`src/tst_pkg.sv`:
```
// shared types and constants for the typed symbol table
`timescale 1ns / 1ps
`default_nettype none

package tst_pkg;

   // default number of table entries
   localparam int TABLE_DEPTH_DEF = 64;

   // fixed field widths
   localparam int KEY_W   = 64;
   localparam int VALUE_W = 32;
   localparam int SLOT_W  = 6;
   localparam int ERR_W   = 16;

   localparam logic [ERR_W-1:0] ERR_MAX = '1;

   // request function codes
   typedef enum logic [2:0] {
      FN_DECLARE    = 3'd0,
      FN_ASSIGN_INT = 3'd1,
      FN_ASSIGN_STR = 3'd2,
      FN_READ_INT   = 3'd3,
      FN_READ_STR   = 3'd4,
      FN_TYPE       = 3'd5
   } func_type;

   // response status codes
   typedef enum logic [2:0] {
      RS_OK        = 3'd0,
      RS_REDECL    = 3'd1,
      RS_FULL      = 3'd2,
      RS_UNDECL    = 3'd3,
      RS_MISMATCH  = 3'd4,
      RS_CONST_SET = 3'd5
   } status_type;

   // one table entry as held in the entry memory
   typedef struct packed {
      logic [KEY_W-1:0]   key;
      logic               is_constant;
      logic               is_integer;
      logic               fresh;
      logic [VALUE_W-1:0] value;
   } entry_type;

   // controller states
   typedef enum logic [1:0] {
      S_IDLE,
      S_SCAN,
      S_SETTLE,
      S_COMMIT
   } state_type;

   // controller to datapath commands
   typedef struct packed {
      logic load;
      logic scan;
      logic commit;
   } cmd_type;

   // datapath to controller status
   typedef struct packed {
      logic skip_scan;
      logic scan_last;
      logic out_busy;
   } stat_type;

endpackage

`default_nettype wire

```
`src/tst_ctrl.sv`:
```
// controller state machine for the typed symbol table
`timescale 1ns / 1ps
`default_nettype none

module tst_ctrl (
   input  wire logic              clock,
   input  wire logic              reset,
   input  wire logic              req_valid,
   output logic                   req_stall,
   input  wire tst_pkg::stat_type stat,
   output tst_pkg::cmd_type       cmd
);

   tst_pkg::state_type state_ff;
   tst_pkg::state_type state_in;

   // state register
   always_ff @(posedge clock) begin
      if (reset) begin
         state_ff <= tst_pkg::S_IDLE;
      end else begin
         state_ff <= state_in;
      end
   end

   // next state and commands
   always_comb begin
      state_in  = state_ff;
      cmd       = '0;
      req_stall = 1'b1;
      unique case (state_ff)
         tst_pkg::S_IDLE: begin
            req_stall = 1'b0;
            if (req_valid) begin
               cmd.load = 1'b1;
               state_in = stat.skip_scan ? tst_pkg::S_SETTLE : tst_pkg::S_SCAN;
            end
         end
         tst_pkg::S_SCAN: begin
            cmd.scan = 1'b1;
            if (stat.scan_last) begin
               state_in = tst_pkg::S_SETTLE;
            end
         end
         tst_pkg::S_SETTLE: begin
            state_in = tst_pkg::S_COMMIT;
         end
         tst_pkg::S_COMMIT: begin
            if (!stat.out_busy) begin
               cmd.commit = 1'b1;
               state_in   = tst_pkg::S_IDLE;
            end
         end
         default: begin
            state_in = tst_pkg::S_IDLE;
         end
      endcase
   end

endmodule

`default_nettype wire

```
`config.mk`:
```
export PLATFORM = sky130hd
export DESIGN_NAME = tst_ctrl
export DESIGN_NICKNAME = d
export VERILOG_FILES = /design/src/tst_pkg.sv /design/src/tst_ctrl.sv
export SDC_FILE = /design/constraint.sdc
export NUM_CORES = 1
export LEC_CHECK = 0
export BUFFER_PORTS_ARGS = -buffer_cell sky130_fd_sc_hd__buf_2
export CAP_MARGIN = 30
export CORE_AREA = 2 2 39 41
export CTS_BUF_LIST = sky130_fd_sc_hd__clkbuf_16
export CTS_CLUSTER_SIZE = 28
export DETAILED_ROUTE_END_ITERATION = 10
export DIE_AREA = 0 0 41 43
export PLACE_DENSITY = 0.46
export SLEW_MARGIN = 10
export SYNTH_ARGS = -nofsm -noshare
export SYNTH_HDL_FRONTEND = slang
export SYNTH_SLANG_ARGS = --single-unit
```
`constraint.sdc`:
```
create_clock -name clock -period 1.5 [get_ports clock]
set_clock_uncertainty 0.15 [all_clocks]
set_input_delay 0.3 -clock clock [delete_from_list [all_inputs] [get_ports clock]]
set_output_delay 0.3 -clock clock [all_outputs]
set_load 0.02 [all_outputs]
```
==> out/summary.txt, run 1 <==
Flops & latches, synth: 2
Routed WL per cell: 7.96 um
Post-Syn Area: 203 sq um
Die width: 41 um
Pre-CTS WS: -0.173 ns
Commonest non-fill, non-tap cells in the layout: 6 x buf_2, 5 x buf_4, 4 x nor2_1
Crit start category: flop
Max clock buf depth: 2
P_sw: 0.000234 W
RSZ-0062 raised after global routing: yes
Die area: 1760 sq um
Violated checks: setup timing
Endpoints failing hold: 0
Worst-path maximum fanout: 3
Top reg by flops: state_ff
Initial Util: 0.146
Status: finished with violations
CP Data Required Time: 1.45 ns
# IOs: 10
Worst-Margin Slew: 0.299 ns
Busiest grt layer: met2
# DRC: 0
CP Capture Type: flop
Sequential cell area: 47.5 sq um
1st-pass router iterations: 4
Worst vdd ir: 570 uV
Register area share after synthesis: 0.198
Top Registers: state_ff x2
Vias per cell: 3.68
Antenna Cells: 0
Placed instance area: 313 sq um
CTS root buffer: clkbuf_16
Clock Latency Late Sink: 0.22 ns
Area of the multi-input gates: 176 sq um
Layout cells sized above 1: 0.625
Layout Nets: 53
Number of setup buffers added after CTS: 0
Post-route cell area: 435 sq um
Sequential share of power: 0.120
Min Tclk post-route: 1.62 ns
DRT iter0 DRCs: 4
Critical path type: reg2reg
Switching share of power: 0.277
Area Growth Syn to Fin: 115%
Most common library cell in the layout ignoring fill and taps: buf_2
Total core area: 1380 sq um
Synthesized net count: 35
GR Layer Usage met2: 0.0906
First-pass GRT wire length: 703 um
Max-slew headroom: 0.800
Internal power: 0.000612 W
Max FFs per register: 2
H-tree Lvls: 1
Detailed-route via count: 206
Fin. max-slew vios: 0
IO Port Bufs: 9
LEAKAGE: 0.220 nW
GR met3 Demand/Resource: 0.0471
Min-delay worst type: in2reg
Max-cap violations: 0
Met1 Use GR: 0.0573
Combinational share of power: 0.414
Clock share of power: 0.466
Number of CTS-inserted buffers: 3
Arr. time, crit path: 1.57 ns
Gr ovfl total: 0
Yosys warns: 0
DRT antenna net count: 0
Clk pin slew, worst setup/hold paths: 0.03 ns
Sink Count: 2
Vias in the first global route: 205
Util after Layout: 0.315
Fill count: 142
Drt total wl: 446 um
Post-Synthesis Cells: 24
Site Rows: 14
Distinct cells, synth: 10
Cts hold-fix bufs: 0
Max Fclk: 0.617 GHz
Post-DP HPWL: 363 um
GRT Util Overall: 0.0681
PwrDens: 1940 nW/um^2
Syn avg cell area: 8.45 sq um
Setup WS post-layout: -0.120 ns
Fin crit share: 1.08
Largest net degree at the start of global routing: 5
CTS tree: built
Initial antenna violation count: 0
Routability Congestion: 0.618
Setup violators final: 4
Die extent in y: 43 um
## kinds of logic (layout without fill, tap and decap cells)
group	count (synthesis)	in the layout	share of synthesized area
flops	2	2	0.198
compound gates	2	2	0.0741
simple gates	7	7	0.167
mux	3	3	0.160
buf+inv	5	21	0.0926
fa+ha+maj	5	5	0.309
## through the flow
stage	cells	setup TNS, ns	hold WS, ns	total power (W)
after floorplan	24	-0.166	0.375	0.000260
after global placement	53	-0.293	0.525	0.000367
after detailed placement	53	-0.336	0.532	0.000366
after CTS	56	-0.460	0.316	0.000814
after global routing	56	-0.522	0.326	0.000905
final	56	-0.304	0.311	0.000846
## final cells by class
type                            instances  area share
Multi-Input combinational cell         17       0.405
Sequential cell                         2       0.109
Timing Repair Buffer                   13       0.207
Clock buffer                            3       0.172
Tap cell                               16      0.0460
Inverter                                5      0.0603
## final timing paths
path | slack [ns] | start | endpoint | cells past startpoint
hold / removal | 0.31 | reset | state_ff[1]$_SDFFE_PP0P_ | 3
hold reg to reg | 0.65 | state_ff[1]$_SDFFE_PP0P_ | state_ff[1]$_SDFFE_PP0P_ | 4
setup / recovery | -0.12 | state_ff[1]$_SDFFE_PP0P_ | state_ff[0]$_SDFFE_PP0P_ | 5
setup reg to reg | -0.12 | state_ff[1]$_SDFFE_PP0P_ | state_ff[0]$_SDFFE_PP0P_ | 5
## repair_timing
action,4_1_cts,5_1_grt
resized for setup,9,7
hold endpoints to repair,0,0
pin swaps,1,0
setup endpoints to repair,4,5
## metal layers
layer,vias up,part of all wire
li1,109,-
met1,87,0.41
met2,10,0.48
met3,0,0.11
met4,0,0
met5,-,0
## synthesized netlist by cell type, drive strengths merged
cell type,count,share of area
ha,5,0.31
inv,5,0.093
nor2,4,0.074
dfxtp,2,0.20
mux2,2,0.11
nand2b,2,0.062
a21oi,1,0.025
a222oi,1,0.049
mux2i,1,0.049
nor2b,1,0.031
## worst max-delay path: stages, from the launching register on
cell and delay, ns:
dfxtp_4 0.35, inv_4 0.05, ha_4 0.14, a222oi_1 0.32
buf_4 0.19, mux2_4 0.29
## power by group through the flow
stage	Sequential, W	Clock (W)	Combinational (W)
after detailed placement	0.0000919	0	0.000274
after floorplan	0.0000878	0	0.000173
after global placement	0.0000917	0	0.000276
after CTS	0.0000943	0.000402	0.000318
final	0.000102	0.000394	0.000350
after global routing	0.000104	0.000416	0.000385
Note: power is estimated with default switching activity, not from simulation.
==> inputs of run 2 (changes only) <==
CTS_BUF_LIST = not set   (was sky130_fd_sc_hd__clkbuf_16)
==> run 2 against run 1 <==
  * The flow still finishes with violations (setup timing)
  * Via count decreased by 0.49%
  * Clock power decreased by 71%
  * Global-route usage unchanged
  * Critical endpoint unchanged
==> out/summary.txt, run 2 (synthesis gave the netlist of run 1 again) <==
Status: finished with violations
Violated checks: setup timing
Detailed-route via count: 205 (-0.49%)
Critical R2R Launch: state_ff[1]$_SDFFE_PP0P_
Vias in the first global route: 207 (+0.98%)
Number of setup buffers added after CTS: 0 (unchanged)
Routed WL per cell: 8.21 um (+3.1%)
Max-cap violations: 0 (unchanged)
IO Port Bufs: 9 (unchanged)
Drt total wl: 460 um (+3.1%)
Power, Total: 0.000586 W (-31%)
Area Growth Syn to Fin: 94.4%
Internal power: 0.000369 W (-40%)
LEAKAGE: 0.198 nW (-9.7%)
Gr ovfl total: 0 (unchanged)
Initial Util: 0.146 (unchanged)
Endpoints failing hold: 0 (unchanged)
Post-DP HPWL: 363 um (unchanged)
Die extent in y: 43 um (unchanged)
# IOs: 10 (unchanged)
Clock share of power: 0.197 (-0.269)
Initial antenna violation count: 0 (unchanged)
CTS tree: built
Worst-path maximum fanout: 3 (unchanged)
CTS root buffer: clkbuf_4
DRT iter0 DRCs: 5 (+1)
Crit path launch: state_ff[1]$_SDFFE_PP0P_
Fin crit share: 1.08 (+0.00328)
Switching share of power: 0.370 (+0.0931)
Setup WS post-layout: -0.124 ns (-0.00491 ns)
Top reg by flops: state_ff
Hold wc startpoint: reset
Sequential share of power: 0.173 (+0.053)
H-tree Lvls: 1 (unchanged)
Antenna Cells: 0 (unchanged)
Top Registers: state_ff x2
Max Fclk: 0.616 GHz (-0.30%)
Crit start category: flop
P_sw: 0.000217 W (-7.4%)
Clk pin slew, worst setup/hold paths: 0.03 ns (about the same)
Max clock buf depth: 2 (unchanged)
Arr. time, crit path: 1.57 ns (about the same)
First-pass GRT wire length: 717 um (+2.0%)
RSZ-0062 raised after global routing: yes
GRT Util Overall: 0.0681 (unchanged)
Max FFs per register: 2 (unchanged)
Hold Slack: 0.308 ns (-0.00377 ns)
Largest net degree at the start of global routing: 5 (unchanged)
Setup violators final: 5 (+1)
Most common library cell in the layout ignoring fill and taps: buf_2
Min Tclk post-route: 1.62 ns (+0.00491 ns)
Combinational share of power: 0.630 (+0.216)
Number of CTS-inserted buffers: 3 (unchanged)
Layout cells sized above 1: 0.650 (+0.0250)
Site Rows: 14 (unchanged)
PwrDens: 1490 nW/um^2 (-23%)
Total core area: 1380 sq um (unchanged)
Routability Congestion: 0.618 (unchanged)
Max-slew headroom: 0.800 (about the same)
Clock Latency Late Sink: 0.22 ns (about the same)
CP Data Required Time: 1.45 ns (about the same)
Critical path type: reg2reg
Commonest non-fill, non-tap cells in the layout: 6 x buf_2, 4 x buf_4
Layout Nets: 53 (unchanged)
Vias per cell: 3.66 (-0.49%)
Sink Count: 2 (unchanged)
CP Capture Type: flop
Die area: 1760 sq um (unchanged)
Worst-Margin Slew: 0.300 ns (+0.000267 ns)
Fill count: 145 (+2.1%)
Worst vdd ir: 378 uV (-34%)
Min-delay worst type: in2reg
# DRC: 0 (unchanged)
Die width: 41 um (unchanged)
Fin. max-slew vios: 0 (unchanged)
1st-pass router iterations: 6 (+2)
DRT antenna net count: 0 (unchanged)
-- run 2: area by class of cell --
type | count | area, sq um | share of cell area
Clock buffer | 3 | 22.5 | 0.0571
Inverter | 5 | 26.3 | 0.0667
Multi-Input combinational cell | 17 | 184 | 0.467
Sequential cell | 2 | 47.5 | 0.121
Tap cell | 16 | 20.0 | 0.0508
Timing Repair Buffer | 13 | 93.8 | 0.238
-- run 2: per-stage QoR --
step / instances / utilization / setup slack [ns] / area [sq um] / TNS (ns)
5_1_grt: 56 / 0.285 / -0.186 / 394 / -0.560
3_5_place_dp: 53 / 0.226 / -0.173 / 313 / -0.336
3_3_place_gp: 53 / 0.226 / -0.152 / 313 / -0.293
4_1_cts: 56 / 0.275 / -0.141 / 380 / -0.379
6_report: 56 / 0.285 / -0.124 / 394 / -0.310
2_1_floorplan: 24 / - / -0.0829 / 218 / -0.166
-- run 2: worst paths after layout --
| check | to | slack, ns | depth (start not counted) |
|---|---|---|---|
| max | state_ff[0]$_SDFFE_PP0P_ | -0.12 | 5 |
| min | state_ff[1]$_SDFFE_PP0P_ | 0.31 | 3 |
| max reg2reg | state_ff[0]$_SDFFE_PP0P_ | -0.12 | 5 |
| min reg2reg | state_ff[1]$_SDFFE_PP0P_ | 0.65 | 4 |
-- run 2: power groups by stage --
stage / registers [W] / logic (W) / clock network [W]
floorplan: 0.0000878 / 0.000173 / 0
global placement: 0.0000917 / 0.000276 / 0
detailed placement: 0.0000919 / 0.000274 / 0
CTS: 0.000102 / 0.000357 / 0.000124
global route: 0.000104 / 0.000402 / 0.000138
finish: 0.000102 / 0.000369 / 0.000115
-- run 2: layer usage --
layer / global-route usage / up-vias / wire length, um
li1: - / 109 / -
met1: 0.0573 / 88 / 183
met2: 0.0906 / 8 / 236
met3: 0.0471 / 0 / 40
met4: 0.0800 / 0 / 0
met5: 0 / - / 0
-- run 2: what timing repair did --
item	CTS	global route
pin swaps	2	0
gates resized for setup	15	4
hold buffers	0	0
setup endpoints to repair	4	5
-- run 2: critical path, stage by stage, from the launching register on --
cell	delay [ns]
dfxtp_4	0.35
inv_4	0.05
ha_4	0.15
a222oi_1	0.32
buf_4	0.19
mux2_4	0.29
